## config.mk

```make
export PLATFORM = sky130hd
export DESIGN_NAME = http_request_line_parser_top
export DESIGN_NICKNAME = d
export VERILOG_FILES = /design/src/hrlp_pkg.sv /design/src/hrlp_cfg_regs.sv /design/src/hrlp_tracker.sv /design/src/http_request_line_parser_top.sv
export SDC_FILE = /design/constraint.sdc
export NUM_CORES = 1
export LEC_CHECK = 0
export CORE_MARGIN = 8
export CORE_UTILIZATION = 65
export DETAILED_ROUTE_END_ITERATION = 6
export DONT_BUFFER_PORTS = 1
export MAX_ROUTING_LAYER = met4
export PLACE_DENSITY = 0.82
export SYNTH_ARGS = -nofsm -noshare
export SYNTH_HDL_FRONTEND = slang
export SYNTH_SLANG_ARGS = --single-unit
```

## constraint.sdc

```tcl
create_clock -name aclk -period 8 [get_ports aclk]
set_input_delay 0.4 -clock aclk [delete_from_list [all_inputs] [get_ports aclk]]
set_output_delay 0.4 -clock aclk [all_outputs]
set_load 0.02 [all_outputs]
```

## src/hrlp_pkg.sv

```systemverilog
// ----------------------------------------------------------------------------
// hrlp_pkg
// Shared types, codes and method tables for the HTTP request line parser.
// ----------------------------------------------------------------------------
package hrlp_pkg;

    localparam int MAX_REQ_BYTES_DEF = 65535;

    localparam int NUM_METHODS = 7;
    localparam int CFG_IDX_W   = 1;

    localparam logic [CFG_IDX_W-1:0] REG_URL_CAP  = 1'd0;
    localparam logic [CFG_IDX_W-1:0] REG_BODY_CAP = 1'd1;

    localparam logic [15:0] URL_CAP_RST  = 16'd256;
    localparam logic [15:0] BODY_CAP_RST = 16'd1024;

    localparam logic [2:0] METH_GET     = 3'd0;
    localparam logic [2:0] METH_POST    = 3'd1;
    localparam logic [2:0] METH_PUT     = 3'd2;
    localparam logic [2:0] METH_DELETE  = 3'd3;
    localparam logic [2:0] METH_PATCH   = 3'd4;
    localparam logic [2:0] METH_HEAD    = 3'd5;
    localparam logic [2:0] METH_OPTIONS = 3'd6;
    localparam logic [2:0] METH_UNKNOWN = 3'd7;

    localparam logic [1:0] ST_OK        = 2'd0;
    localparam logic [1:0] ST_PARSE     = 2'd1;
    localparam logic [1:0] ST_OVERFLOW  = 2'd2;
    localparam logic [1:0] ST_TOO_LONG  = 2'd3;

    localparam logic [7:0] CH_SPACE = 8'h20;
    localparam logic [7:0] CH_SLASH = 8'h2f;
    localparam logic [7:0] CH_H     = 8'h48;
    localparam logic [7:0] CH_LF    = 8'h0a;
    localparam logic [7:0] CH_CR    = 8'h0d;

    typedef struct packed {
        logic [15:0] url_cap;
        logic [15:0] body_cap;
    } cfg_t;

    typedef struct packed {
        logic [15:0] body_length;
        logic [15:0] body_offset;
        logic [15:0] url_length;
        logic [15:0] url_offset;
        logic [1:0]  status;
        logic [2:0]  method_code;
    } result_t;

    // method text, first character in the lowest byte
    function automatic logic [63:0] method_text(input logic [2:0] m);
        logic [63:0] t;
        case (m)
            METH_GET:     t = {40'h0, "TEG"};
            METH_POST:    t = {32'h0, "TSOP"};
            METH_PUT:     t = {40'h0, "TUP"};
            METH_DELETE:  t = {16'h0, "ETELED"};
            METH_PATCH:   t = {24'h0, "HCTAP"};
            METH_HEAD:    t = {32'h0, "DAEH"};
            METH_OPTIONS: t = {8'h0, "SNOITPO"};
            default:      t = 64'h0;
        endcase
        return t;
    endfunction

    function automatic logic [2:0] method_len(input logic [2:0] m);
        logic [2:0] n;
        case (m)
            METH_GET:     n = 3'd3;
            METH_POST:    n = 3'd4;
            METH_PUT:     n = 3'd3;
            METH_DELETE:  n = 3'd6;
            METH_PATCH:   n = 3'd5;
            METH_HEAD:    n = 3'd4;
            METH_OPTIONS: n = 3'd7;
            default:      n = 3'd0;
        endcase
        return n;
    endfunction

endpackage

```

## src/hrlp_cfg_regs.sv

```systemverilog
// ----------------------------------------------------------------------------
// hrlp_cfg_regs
// Capacity registers written through the configuration channel.
// ----------------------------------------------------------------------------
module hrlp_cfg_regs (
    input  logic                           aclk,
    input  logic                           aresetn,
    input  logic                           cfg_valid,
    output logic                           cfg_ready,
    input  logic [hrlp_pkg::CFG_IDX_W-1:0] cfg_index,
    input  logic [15:0]                    cfg_data,
    output hrlp_pkg::cfg_t                 cfg_o
);
    import hrlp_pkg::*;

    cfg_t cfg_reg;

    assign cfg_ready = 1'b1;
    assign cfg_o     = cfg_reg;

    always_ff @(posedge aclk) begin
        if (!aresetn) begin
            cfg_reg.url_cap  <= URL_CAP_RST;
            cfg_reg.body_cap <= BODY_CAP_RST;
        end else if (cfg_valid) begin
            case (cfg_index)
                REG_URL_CAP:  cfg_reg.url_cap  <= cfg_data;
                REG_BODY_CAP: cfg_reg.body_cap <= cfg_data;
                default: ;
            endcase
        end
    end

endmodule

```

## src/hrlp_tracker.sv

```systemverilog
// ----------------------------------------------------------------------------
// hrlp_tracker
// Per-request state: position, method matcher, url phases, crlf tracker,
// and the result of a request on its last byte.
// ----------------------------------------------------------------------------
module hrlp_tracker #(
    parameter int MAX_REQUEST_BYTES = hrlp_pkg::MAX_REQ_BYTES_DEF
) (
    input  logic              aclk,
    input  logic              aresetn,
    input  logic              step_i,
    input  logic [7:0]        byte_i,
    input  logic              last_i,
    input  hrlp_pkg::cfg_t    cfg_i,
    output hrlp_pkg::result_t result_o
);
    import hrlp_pkg::*;

    localparam int POS_W = $clog2(MAX_REQUEST_BYTES + 2);
    localparam int CMP_W = (POS_W > 16) ? POS_W : 16;

    typedef enum logic [2:0] {
        PH_SEEK_SPACE,
        PH_EXPECT_SLASH,
        PH_IN_URL,
        PH_EXPECT_H,
        PH_DONE,
        PH_FAILED
    } phase_t;

    logic [POS_W-1:0]       pos_reg, pos_next, pos_inc;
    logic [NUM_METHODS-1:0] cand_reg, cand_next, hit;
    logic [2:0]             matched_reg, matched_next;
    phase_t                 phase_reg, phase_next;
    logic [15:0]            ustart_reg, ustart_next;
    logic [15:0]            uend_reg, uend_next;
    logic [1:0]             crlf_reg, crlf_next;
    logic [15:0]            bstart_reg, bstart_next;
    logic                   bseen_reg, bseen_next;

    logic                   pos_lt7;
    logic [2:0]             p3;
    logic [15:0]            url_len;
    logic [CMP_W-1:0]       tot_c, bs_c, body_bytes;

    assign pos_inc = pos_reg + POS_W'(1);
    assign pos_lt7 = pos_reg < POS_W'(7);
    assign p3      = pos_reg[2:0];

    // method prefix matcher
    always_comb begin
        logic [2:0]  len;
        logic [63:0] txt;
        logic [7:0]  ch;
        cand_next = cand_reg;
        hit       = '0;
        for (int i = 0; i < NUM_METHODS; i++) begin
            len = method_len(3'(i));
            txt = method_text(3'(i));
            ch  = txt[{p3, 3'b000} +: 8];
            if (cand_reg[i] && pos_lt7 && (p3 < len)) begin
                if (byte_i != ch) begin
                    cand_next[i] = 1'b0;
                end else if (({1'b0, p3} + 4'd1) == {1'b0, len}) begin
                    hit[i] = 1'b1;
                end
            end
        end
        matched_next = matched_reg;
        if (matched_reg == METH_UNKNOWN) begin
            for (int i = NUM_METHODS - 1; i >= 0; i--) begin
                if (hit[i]) begin
                    matched_next = 3'(i);
                end
            end
        end
    end

    // url phases
    always_comb begin
        phase_next  = phase_reg;
        ustart_next = ustart_reg;
        uend_next   = uend_reg;
        case (phase_reg)
            PH_SEEK_SPACE: begin
                if (byte_i == CH_SPACE) begin
                    ustart_next = 16'(pos_inc);
                    phase_next  = PH_EXPECT_SLASH;
                end
            end
            PH_EXPECT_SLASH: begin
                phase_next = (byte_i == CH_SLASH) ? PH_IN_URL : PH_FAILED;
            end
            PH_IN_URL: begin
                if (byte_i == CH_SPACE) begin
                    uend_next  = 16'(pos_reg);
                    phase_next = PH_EXPECT_H;
                end
            end
            PH_EXPECT_H: begin
                phase_next = (byte_i == CH_H) ? PH_DONE : PH_FAILED;
            end
            default: ;
        endcase
    end

    // cr lf cr lf tracker
    always_comb begin
        crlf_next   = 2'd0;
        bstart_next = bstart_reg;
        bseen_next  = bseen_reg;
        if (byte_i == CH_CR) begin
            crlf_next = (crlf_reg == 2'd2) ? 2'd3 : 2'd1;
        end else if (byte_i == CH_LF) begin
            if (crlf_reg == 2'd1) begin
                crlf_next = 2'd2;
            end else if (crlf_reg == 2'd3) begin
                bstart_next = 16'(pos_inc);
                bseen_next  = 1'b1;
                crlf_next   = 2'd2;
            end
        end
    end

    assign pos_next = (pos_reg <= POS_W'(MAX_REQUEST_BYTES)) ? pos_inc : pos_reg;

    // result from the updated state
    assign url_len    = uend_next - ustart_next;
    assign tot_c      = CMP_W'(pos_next);
    assign bs_c       = CMP_W'(bstart_next);
    assign body_bytes = (tot_c >= bs_c) ? (tot_c - bs_c) : '0;

    always_comb begin
        result_o             = '0;
        result_o.method_code = matched_next;
        if (pos_next > POS_W'(MAX_REQUEST_BYTES)) begin
            result_o.status = ST_TOO_LONG;
        end else if (phase_next != PH_DONE) begin
            result_o.status = ST_PARSE;
        end else if (url_len >= cfg_i.url_cap) begin
            result_o.status = ST_OVERFLOW;
        end else begin
            result_o.url_offset = ustart_next;
            result_o.url_length = url_len;
            if (!bseen_next) begin
                result_o.status = ST_PARSE;
            end else if (body_bytes >= CMP_W'(cfg_i.body_cap)) begin
                result_o.status = ST_OVERFLOW;
            end else begin
                result_o.status      = ST_OK;
                result_o.body_offset = bstart_next;
                result_o.body_length = 16'(body_bytes);
            end
        end
    end

    always_ff @(posedge aclk) begin
        if (!aresetn || (step_i && last_i)) begin
            pos_reg     <= '0;
            cand_reg    <= '1;
            matched_reg <= METH_UNKNOWN;
            phase_reg   <= PH_SEEK_SPACE;
            ustart_reg  <= '0;
            uend_reg    <= '0;
            crlf_reg    <= '0;
            bstart_reg  <= '0;
            bseen_reg   <= 1'b0;
        end else if (step_i) begin
            pos_reg     <= pos_next;
            cand_reg    <= cand_next;
            matched_reg <= matched_next;
            phase_reg   <= phase_next;
            ustart_reg  <= ustart_next;
            uend_reg    <= uend_next;
            crlf_reg    <= crlf_next;
            bstart_reg  <= bstart_next;
            bseen_reg   <= bseen_next;
        end
    end

endmodule

```

## src/http_request_line_parser_top.sv

```systemverilog
// ----------------------------------------------------------------------------
// http_request_line_parser_top
// Streaming HTTP request line parser: one request byte per beat, one result
// beat on the last byte of each request.
//
//   channel  | dir | handshake          | payload
//   ---------+-----+--------------------+---------------------------------
//   s_       | in  | s_tvalid/s_tready  | s_tdata byte, s_tlast last byte
//   m_       | out | m_tvalid/m_tready  | m_tdata result fields
//   cfg_     | in  | cfg_valid/cfg_ready| cfg_index, cfg_data
//
// one byte per cycle sustained except when a last byte finds the output full;
// bytes enter the input register, and a last byte's result is registered into the
// output register as it advances; the state and result logic sets the pace
// reset clears all request state and loads the default capacities
// a full output register stalls only on a last byte; other bytes keep flowing
// ----------------------------------------------------------------------------
module http_request_line_parser_top #(
    parameter int MAX_REQUEST_BYTES = hrlp_pkg::MAX_REQ_BYTES_DEF
) (
    input  logic                           aclk,
    input  logic                           aresetn,
    input  logic                           s_tvalid,
    output logic                           s_tready,
    input  logic [7:0]                     s_tdata,   // byte_value
    input  logic                           s_tlast,   // is_last
    output logic                           m_tvalid,
    input  logic                           m_tready,
    // method_code[2:0], status[4:3], url_offset[20:5], url_length[36:21],
    // body_offset[52:37], body_length[68:53], zero[71:69]
    output logic [71:0]                    m_tdata,
    input  logic                           cfg_valid,
    output logic                           cfg_ready,
    input  logic [hrlp_pkg::CFG_IDX_W-1:0] cfg_index,
    input  logic [15:0]                    cfg_data
);
    import hrlp_pkg::*;

    logic       in_valid_reg;
    logic [7:0] in_byte_reg;
    logic       in_last_reg;
    logic       out_valid_reg;
    result_t    out_data_reg;
    result_t    result;
    cfg_t       cfg;
    logic       advance;

    hrlp_cfg_regs u_cfg (
        .aclk      (aclk),
        .aresetn   (aresetn),
        .cfg_valid (cfg_valid),
        .cfg_ready (cfg_ready),
        .cfg_index (cfg_index),
        .cfg_data  (cfg_data),
        .cfg_o     (cfg)
    );

    hrlp_tracker #(
        .MAX_REQUEST_BYTES (MAX_REQUEST_BYTES)
    ) u_tracker (
        .aclk     (aclk),
        .aresetn  (aresetn),
        .step_i   (advance),
        .byte_i   (in_byte_reg),
        .last_i   (in_last_reg),
        .cfg_i    (cfg),
        .result_o (result)
    );

    assign advance  = in_valid_reg && (!in_last_reg || !out_valid_reg || m_tready);
    assign s_tready = !in_valid_reg || advance;
    assign m_tvalid = out_valid_reg;
    assign m_tdata  = {3'b000, out_data_reg};

    always_ff @(posedge aclk) begin
        if (!aresetn) begin
            in_valid_reg  <= 1'b0;
            out_valid_reg <= 1'b0;
        end else begin
            if (s_tvalid && s_tready) begin
                in_valid_reg <= 1'b1;
            end else if (advance) begin
                in_valid_reg <= 1'b0;
            end
            if (advance && in_last_reg) begin
                out_valid_reg <= 1'b1;
            end else if (m_tready) begin
                out_valid_reg <= 1'b0;
            end
        end
    end

    always_ff @(posedge aclk) begin
        if (s_tvalid && s_tready) begin
            in_byte_reg <= s_tdata;
            in_last_reg <= s_tlast;
        end
        if (advance && in_last_reg) begin
            out_data_reg <= result;
        end
    end

endmodule

```

==> results of run 1 <==
-- worst reg2reg max path: cells and delay by family, from the launching register on --
| kind | cells | cell delay, ns |
|---|---|---|
| DFF | 1 | 0.66 |
| and+or+nand+nor | 8 | 2.52 |
| adders and majority gates | 3 | 1.00 |
| AOI/OAI and AO/OA | 10 | 2.59 |
| muxes | 1 | 0.27 |
-- per-layer routing --
layer,vias up,track usage [%]
met2,405,40.6
met3,58,4.54
li1,4615,-
met4,0,10.0
met5,-,-
met1,4501,36.2
-- per-stage QoR --
stage | util, % | hold WS [ns]
2_1_floorplan | - | 0.422
3_3_place_gp | 65.8 | 0.435
3_5_place_dp | 65.8 | 0.444
4_1_cts | 69.0 | 0.0380
5_1_grt | 69.1 | 0.0363
6_report | 69.1 | 0.0557
-- final timing paths --
path | from | to | cells past startpoint
max | in_byte_reg[4] | m_tdata[39] | 22
min | s_tdata[0] | in_byte_reg[0] | 0
max reg2reg | in_byte_reg[4] | m_tdata[39] | 22
min reg2reg | u_tracker.cand_reg[3] | u_tracker.cand_reg[3] | 2
-- cell type report --
| class | count | area share (%) |
|---|---|---|
| clock inverter | 12 | 0.988 |
| timing repair buffer | 14 | 0.856 |
| clock buffer | 20 | 3.72 |
| multi-input combinational | 1007 | 52.2 |
| inverter | 67 | 2.05 |
| tap | 229 | 2.33 |
| sequential | 193 | 37.8 |
-- logic make-up (layout without fill, tap and decap cells) --
family / after synthesis / after routing / synth area share [%]
compound gates: 308 / 308 / 17.4
mux: 27 / 27 / 2.45
simple gates: 517 / 517 / 20.8
buf+inv: 156 / 113 / 5.35
fa+ha+maj: 75 / 75 / 8.16
other cells: 2 / 4 / 0.0644
flops: 193 / 193 / 39.8
xor+xnor: 76 / 76 / 5.89
-- cells in the final DEF, fill, tap and decap left out, types with 10 or more instances in the layout --
cell type    n
inv_1       66
xor2_1      40
nor4_1      12
o21ai_0     35
a21o_1      14
nand2_1    166
clkbuf_16   17
edfxtp_1    78
a21boi_0    34
or3_1       10
buf_4       14
and3_1      13
nor2b_1     19
nand3_1     29
dfxtp_1    115
nor3_1      40
mux2i_1     15
a21oi_1     99
a211oi_1    15
ha_1        72
o21a_1      12
a21oi_2     11
nand4_1     13
nor2_1     160
mux2_2      11
o21ai_1     16
xnor2_1     34
a31oi_1     10
-- power groups by stage --
stage          combinational, W  sequential, W  clock [W]
6_report               0.000303        0.00108   0.000849
2_1_floorplan          0.000239        0.00109          0
4_1_cts                0.000298        0.00108   0.000853
5_1_grt                0.000335        0.00108   0.000892
3_3_place_gp           0.000288        0.00110          0
3_5_place_dp           0.000296        0.00110          0
-- what timing repair did --
item | CTS | global route
hold buffers | 0 | 0
setup endpoints to repair | 0 | 2
gates resized for setup | 0 | 1
==> results.toml, run 1 <==
[critical_path]
crit_type = "flop to flop"
path_buf_inv = 0
path_common_cell = "a21oi_1"
worstPathArrival_ns = 7.48
cp.required_ns = 8.28
endpoint_kind = "flop"
path_cells = "nor4b_1 > and3_1 > nand2_1 > mux2i_1 > ha_1 > fa_1 > nor2b_1 > o21ai_0 > a21boi_0 > o2111ai_1 > a21oi_1 > o21ai_0 > a21oi_1 > nor2b_1 > ha_1 > a211oi_1 > nand2_1 > a21oi_2 > o211ai_4 > nor3b_2 > or3b_1 > a21oi_1"
critical_path.startpoint_type = "flop"
cp_slowest_cell = "or3b_1"
crit_fanout = 18
cp_top_family = "compound AO/OA/AOI/OAI gates"
rrSetupSlack_ns = 0.79
cpPeakStageDelay_ns = 0.70

[sta]
finalSetupViolCount = 0
min_period_ns = 7.21
fin_crit_sh_pct = 90.1
fin_setup_tns_ns = 0
finalHoldViolCount = 0
slew_headroom_pct = 33.0
slew_violations = 0
rsz0062_at_grt = "false"
clock-skew-final_ns = 0.00831
max_freq_mhz = 139
worstMarginPinSlew_ns = 1.00
worst_slack_ns = 0.794

[layout]
instances_no_fill = 1542
drive_gt1_share_pct = 6.93
multiInputGateArea_sq_um = 6410
finalNetCount = 1405
stdcell_area_sq_um = 12300
nFillCells = 1380
largest_reg_flops = 69
area_growth_syn_to_layout_pct = 5.33
ff_latch_area_sq_um = 4640
diodes = 0

[route]
drcViolationCount = 0
wl_met1_microns = 13300
final_antenna_net_count = 0
dr.max_layer_used = "met4"
dr.first_iter.drc_count = 841
via_per_inst = 6.21
met2_length_microns = 13300
firstDrtPassIters = 7
routed-wl-met3_microns = 2010
vias = 9579
wire_per_inst_microns = 19.1
drt_wl_total_microns = 29500

[yosys]
yosys.area.top_type = "edfxtp_1"
synth-edff-count = 78
netlist-cell-type-count = 82
synthFlopType = "dfxtp_1"
syn_area_sq_um = 11700
yosysWarningCount = 0
synth_most_common_cell = "nand2_1"
ys_top_cells_by_count = "167 x nand2_1, 160 x nor2_1, 115 x dfxtp_1, 100 x a21oi_1, 78 x edfxtp_1"
synth_area_per_cell_sq_um = 8.61
synth-seq-cells = 193
async_reset_ff_share_pct = 0
ys_seq_area_share_pct = 39.8
ys_top_cells_by_area = "edfxtp_1 20%, dfxtp_1 20%, ha_1 7.7%"
synth_top_area_share_pct = 20.1
synth_cells = 1354

[place]
hpwl_microns = 21400
gp_congestion = 0.932
placedCellCount = 1510
numPortBuffers = 0
dp_slack_ns = 0.715
postPlaceCellArea_sq_um = 11700

[pwr]
p_leak_nw = 4.65
swShare_pct = 27.8
power_w = 0.00223
comb_power_share_pct = 13.6
peakVddDrop_mv = 0.161
internal_power_w = 0.00161
p_sw_w = 0.000619
cellPowerDensity_nw_per_um2 = 182
clockPowerShare_pct = 38.1
seq_power_share_pct = 48.3

[clocking]
clkTransAtPathRegs_ns = 0.07
cts_setup_buffers = 0
htreeDepth = 4
clockRootBuffer = "clkbuf_16"
cts_made_buffers = 17
clk_path_buf_depth = 2
cts_sinks = 193
cts_tree = "yes"
clock_latency_ns = 0.44

[die]
start_util_pct = 65.6
fp.dieH_microns = 150
die-area_sq_um = 22500
fp.dieW_microns = 150
io_pins = 106
core_sq_um = 17800
num_rows = 49

[grt]
grt_max_degree = 80
overflow = 0
grt_pass1_wl_microns = 46600
grt.total_usage_pct = 27.1
antenna_found_initial = 0
grt_pass1_vias = 8729

[run]
drv_cap = 0

[status]
run_status = "finished clean"

[hold_path]
hp-class = "primary input to flop"
No activity file was read; power rests on OpenSTA's default activity.
==> inputs of run 2 (changes only) <==
--- a/config.mk
+++ b/config.mk
@@ -7,10 +7,11 @@
 export LEC_CHECK = 0
 export CORE_MARGIN = 8
 export CORE_UTILIZATION = 65
+export CTS_BUF_LIST = sky130_fd_sc_hd__clkbuf_4 sky130_fd_sc_hd__clkbuf_8 sky130_fd_sc_hd__clkbuf_16
 export DETAILED_ROUTE_END_ITERATION = 6
 export DONT_BUFFER_PORTS = 1
 export MAX_ROUTING_LAYER = met4
-export PLACE_DENSITY = 0.82
+export PLACE_DENSITY = 0.92
 export SYNTH_ARGS = -nofsm -noshare
 export SYNTH_HDL_FRONTEND = slang
 export SYNTH_SLANG_ARGS = --single-unit
==> run 2 against run 1 <==
  * Critical path depth unchanged
  * Setup slack worse by 0.27 ns
  * Core utilization is essentially flat
  * Power up 0.74%
  * Maximum frequency shrank 3.6%
  * Clock skew up 0.0021 ns
  * Sequential power about the same
  * First-iteration DRC count increased by 37%
  * Sequential cell count unchanged
==> results.toml, run 2 (synthesized netlist as in run 1, its figures left out) <==
[pwr]
p_sw_w = 0.000651
seq_power_share_pct = 48.0
peakVddDrop_mv = 0.160
cellPowerDensity_nw_per_um2 = 183
clockPowerShare_pct = 38.3
comb_power_share_pct = 13.7
swShare_pct = 29.0
p_leak_nw = 4.66
internal_power_w = 0.00159
power_w = 0.00225

[critical_path]
reg2reg_depth = 22
endpoint_kind = "flop"
rrSetupSlack_ns = 0.53
crit_fanout = 18
reg2reg_from = "in_byte_reg[4]"
crit_type = "flop to flop"
cp.required_ns = 8.28
rr_endpoint = "m_tdata[39]"
critical_path.startpoint_type = "flop"
worstPathArrival_ns = 7.75

[die]
start_util_pct = 65.6
fp.dieH_microns = 150
io_pins = 106
num_rows = 49
fp.dieW_microns = 150
core_sq_um = 17800
die-area_sq_um = 22500

[place]
hpwl_microns = 21600
dp_slack_ns = 0.564
numPortBuffers = 0
postPlaceCellArea_sq_um = 11700
gp_congestion = 0.953

[layout]
multiInputGateArea_sq_um = 6410
largest_reg_flops = 69
area_growth_syn_to_layout_pct = 5.32
final_common_cell = "nand2_1"
drive_gt1_share_pct = 6.86
stdcell_area_sq_um = 12300
diodes = 0
final_cell_mix = "166 x nand2_1, 160 x nor2_1, 115 x dfxtp_1"
nFillCells = 1335
ff_latch_area_sq_um = 4640
finalNetCount = 1403

[grt]
grt_max_degree = 80
antenna_found_initial = 0
grt_pass1_wl_microns = 47700
grt.total_usage_pct = 27.5
overflow = 0
grt_pass1_vias = 9014

[sta]
finalHoldViolCount = 0
max_freq_mhz = 134
finalSetupViolCount = 0
fin_setup_tns_ns = 0
clock-skew-final_ns = 0.0104
min_period_ns = 7.47
slew_violations = 0
slew_headroom_pct = 30.0
rsz0062_at_grt = "false"
worst_slack_ns = 0.527
worstMarginPinSlew_ns = 1.05
fin_crit_sh_pct = 93.4

[clocking]
clock_latency_ns = 0.45
clkTransAtPathRegs_ns = 0.07
cts_made_buffers = 17
clk_path_buf_depth = 2
htreeDepth = 4
cts_setup_buffers = 0
cts_sinks = 193
clockRootBuffer = "clkbuf_16"
cts_tree = "yes"

[route]
dr.first_iter.drc_count = 1154
final_antenna_net_count = 0
firstDrtPassIters = 7
drt_wl_total_microns = 30600
via_per_inst = 6.45
vias = 9935
drcViolationCount = 0
wire_per_inst_microns = 19.8

[hold_path]
hp-start = "s_tlast"
min_to = "in_last_reg"
hp-class = "primary input to flop"
min_delay_path_depth = 0

[run]
drv_cap = 0

[status]
run_status = "finished clean"
## run 2: how the worst max path moves through the flow
stage,depth (start not counted),startpoint,slack [ns],end
detailed placement,22,in_byte_reg[4],0.56,m_tdata[39]
global placement,22,in_byte_reg[4],1.01,m_tdata[40]
global route,22,in_byte_reg[4],0.05,m_tdata[39]
finish,22,in_byte_reg[4],0.53,m_tdata[39]
CTS,22,in_byte_reg[4],0.48,m_tdata[39]
floorplan,28,in_byte_reg[4],1.46,m_tdata[45]
## run 2: layer usage
| metal | routed length, microns | GRT usage (%) |
|---|---|---|
| met1 | 12800 | 34.9 |
| met2 | 13800 | 41.4 |
| met3 | 2630 | 5.38 |
| met4 | 1310 | 13.5 |
| met5 | 0 | - |
## run 2: stage by stage
| step | instances | hold WS (ns) | utilization, % |
|---|---|---|---|
| after floorplan | 1356 | 0.422 | - |
| after global placement | 1508 | 0.434 | 65.7 |
| after detailed placement | 1508 | 0.442 | 65.7 |
| after CTS | 1540 | 0.0374 | 69.0 |
| after global routing | 1540 | 0.0341 | 69.1 |
| final | 1540 | 0.0471 | 69.1 |
## run 2: cell type report
cell class                 instances  share of cell area [%]
timing repair buffer              12                   0.734
tap                              229                    2.33
multi-input combinational       1007                    52.2
clock buffer                      19                    3.73
clock inverter                    13                    1.09
inverter                          67                    2.05
sequential                       193                    37.8
## run 2: timing repair
action | 4_1_cts | 5_1_grt
hold buffers | 0 | 0
setup endpoints to repair | 0 | 16
resized for setup | 0 | 1
## run 2: worst max-delay path: stages (launching register included)
cell and delay, ns:
edfxtp_1 0.66, nor4b_1 0.55, and3_1 0.32, nand2_1 0.48
mux2i_1 0.52, inv_1 0.09, ha_1 0.27, nor2b_1 0.12
o21ai_0 0.23, a21oi_1 0.16, o21ai_0 0.37, a211oi_1 0.18
o21ai_0 0.28, a21oi_1 0.15, nor2b_1 0.25, ha_1 0.29
o21a_1 0.10, o21a_1 0.17, o2111ai_1 0.69, o211ai_4 0.15
nor3b_2 0.20, or3b_1 0.71, a21oi_1 0.32
## run 2: power groups by stage
stage	combinational, W	clock, W	sequential [W]
after floorplan	0.000239	0	0.00109
after global placement	0.000285	0	0.00110
after detailed placement	0.000297	0	0.00110
after CTS	0.000301	0.000862	0.00108
after global routing	0.000341	0.000899	0.00108
final	0.000309	0.000860	0.00108
==> inputs of run 3 (changes only) <==
--- a/config.mk
+++ b/config.mk
@@ -5,7 +5,7 @@
 export SDC_FILE = /design/constraint.sdc
 export NUM_CORES = 1
 export LEC_CHECK = 0
-export CORE_MARGIN = 8
+export CORE_MARGIN = 3
 export CORE_UTILIZATION = 65
 export CTS_BUF_LIST = sky130_fd_sc_hd__clkbuf_4 sky130_fd_sc_hd__clkbuf_8 sky130_fd_sc_hd__clkbuf_16
 export DETAILED_ROUTE_END_ITERATION = 6
==> run 3 against run 2 <==
  * The run now ends with DRC left
  * Setup slack improved by 0.041 ns
  * Core utilization grew 1.3 points
  * Count of clock-buffer cells in the layout decreased by 2
  * Sequential power hardly changed
  * Power decreased by 1.7%
  * Largest cell class unchanged
  * Largest power group unchanged
  * Highest routed layer unchanged
==> results.toml, run 3 (synthesized netlist as in run 1, its figures left out) <==
[critical_path]
rrSetupSlack_ns = 0.57
cp.required_ns = 8.28
crit_type = "flop to flop"
endpoint_kind = "flop"
path_common_cell = "a21oi_1"
rr_endpoint = "m_tdata[40]"
worstPathArrival_ns = 7.72
path_buf_inv = 0
path_cells = "nor4b_1 > and3_1 > nand2_1 > mux2i_1 > ha_1 > fa_1 > nor2b_1 > o21ai_0 > a21boi_0 > o2111ai_1 > a21oi_1 > o21ai_0 > a21oi_1 > nor2b_1 > ha_1 > a211oi_1 > nand2_1 > a21oi_1 > o211ai_4 > nor3b_2 > or3b_1 > a21oi_1"
crit_fanout = 18
critical_path.startpoint_type = "flop"
cpPeakStageDelay_ns = 0.70
reg2reg_from = "in_byte_reg[4]"
cp_top_family = "compound AO/OA/AOI/OAI gates"
reg2reg_depth = 22
cp_slowest_cell = "or3b_1"

[grt]
grt_util_met1_pct = 42.2
grt_max_degree = 80
busiest_layer = "met2"
grt_pass1_vias = 8990
overflow = 0
met2_usage_pct = 44.7
grt_pass1_wl_microns = 46900
grt.total_usage_pct = 30.4
use_met3_pct = 6.62
antenna_found_initial = 0

[place]
hpwl_microns = 20600
placedCellCount = 1505
dp_slack_ns = 0.589
gp_congestion = 0.984
postPlaceCellArea_sq_um = 11700
numPortBuffers = 0

[layout]
ff_latch_area_sq_um = 4640
largest_reg_flops = 69
finalNetCount = 1404
final_cell_mix = "166 x nand2_1, 160 x nor2_1, 115 x dfxtp_1"
final_common_cell = "nand2_1"
diodes = 0
area_growth_syn_to_layout_pct = 5.13
stdcell_area_sq_um = 12300
multiInputGateArea_sq_um = 6410
drive_gt1_share_pct = 6.79
nFillCells = 1287
instances_no_fill = 1536

[sta]
clock-skew-final_ns = 0.00984
finalHoldViolCount = 0
fin_crit_sh_pct = 92.9
max_freq_mhz = 135
slew_violations = 0
fin_setup_tns_ns = 0
slew_headroom_pct = 34.4
worst_slack_ns = 0.568
min_period_ns = 7.43
worstMarginPinSlew_ns = 0.979
finalSetupViolCount = 0

[clocking]
clock_latency_ns = 0.45
clockRootBuffer = "clkbuf_16"
cts_sinks = 193
cts_made_buffers = 17
clkTransAtPathRegs_ns = 0.07
htreeDepth = 4
cts_tree = "yes"
clk_path_buf_depth = 2

[pwr]
peakVddDrop_mv = 0.157
cellPowerDensity_nw_per_um2 = 180
p_leak_nw = 4.65

[die]
fp.dieH_microns = 140
die-area_sq_um = 19600
fp.dieW_microns = 140
io_pins = 106
core_sq_um = 17400
num_rows = 48
start_util_pct = 66.9

[status]
violations = "DRC"
run_status = "finished, violations left"

[route]
wire_per_inst_microns = 18.8
firstDrtPassIters = 7
drcViolationCount = 1
final_antenna_net_count = 0
dr.first_iter.drc_count = 1015
vias = 9617
drt_wl_total_microns = 28800
via_per_inst = 6.26

[hold_path]
min_to = "in_byte_reg[2]"
min_delay_path_depth = 0
hp-start = "s_tdata[2]"
hp-class = "primary input to flop"

[run]
drv_cap = 0
==> run 3: power by group <==
group,switching (W),internal (W)
Combinational,0.000191,0.000111
Clock,0.000412,0.000415
Sequential,0.0000325,0.00104
==> run 3: cell type report <==
type,count,area share (%)
Clock buffer,17,3.47
Sequential cell,193,37.9
Tap cell,225,2.30
Clock inverter,14,1.14
Multi-Input combinational cell,1007,52.3
Timing Repair Buffer,13,0.796
Inverter,67,2.05
==> run 3: worst max path at each step <==
stage,cells after the start,slack (ns),endpoint,from
final,22,0.57,m_tdata[40],in_byte_reg[4]
after CTS,22,0.52,m_tdata[40],in_byte_reg[4]
after detailed placement,22,0.59,m_tdata[40],in_byte_reg[4]
after floorplan,28,1.46,m_tdata[45],in_byte_reg[4]
after global placement,22,0.91,m_tdata[40],in_byte_reg[4]
after global routing,22,-0.002,m_tdata[41],in_byte_reg[4]
==> run 3: repair_timing <==
action / 4_1_cts / 5_1_grt
hold buffers: 0 / 0
gates resized for setup: 0 / 1
endpoints found under the setup margin: 0 / 16
setup buffers: 0 / 0
==> run 3: worst reg2reg max path, stage by stage (launching register included) <==
cell and delay (ns):
edfxtp_1 0.66, nor4b_1 0.55, and3_1 0.34, nand2_1 0.48, mux2i_1 0.27, ha_1 0.28
fa_1 0.41, nor2b_1 0.12, o21ai_0 0.10, a21boi_0 0.50, o2111ai_1 0.24, a21oi_1 0.25
o21ai_0 0.14, a21oi_1 0.20, nor2b_1 0.08, ha_1 0.29, a211oi_1 0.26, nand2_1 0.09
a21oi_1 0.61, o211ai_4 0.19, nor3b_2 0.22, or3b_1 0.70, a21oi_1 0.30
==> run 3: through the flow <==
stage / util [%] / hold slack, ns / power (W)
after global placement: 67.1 / 0.433 / 0.00138
final: 70.4 / 0.0419 / 0.00221
after floorplan: - / 0.422 / 0.00133
after global routing: 70.4 / 0.0296 / 0.00229
after CTS: 70.3 / 0.0381 / 0.00221
after detailed placement: 67.1 / 0.445 / 0.00139
==> run 3: metal layers <==
metal  vias up  wire, microns
met5         -              0
met4         0            849
met3        58           2250
met2       436          13100
met1      4494          12600
li1       4629              -
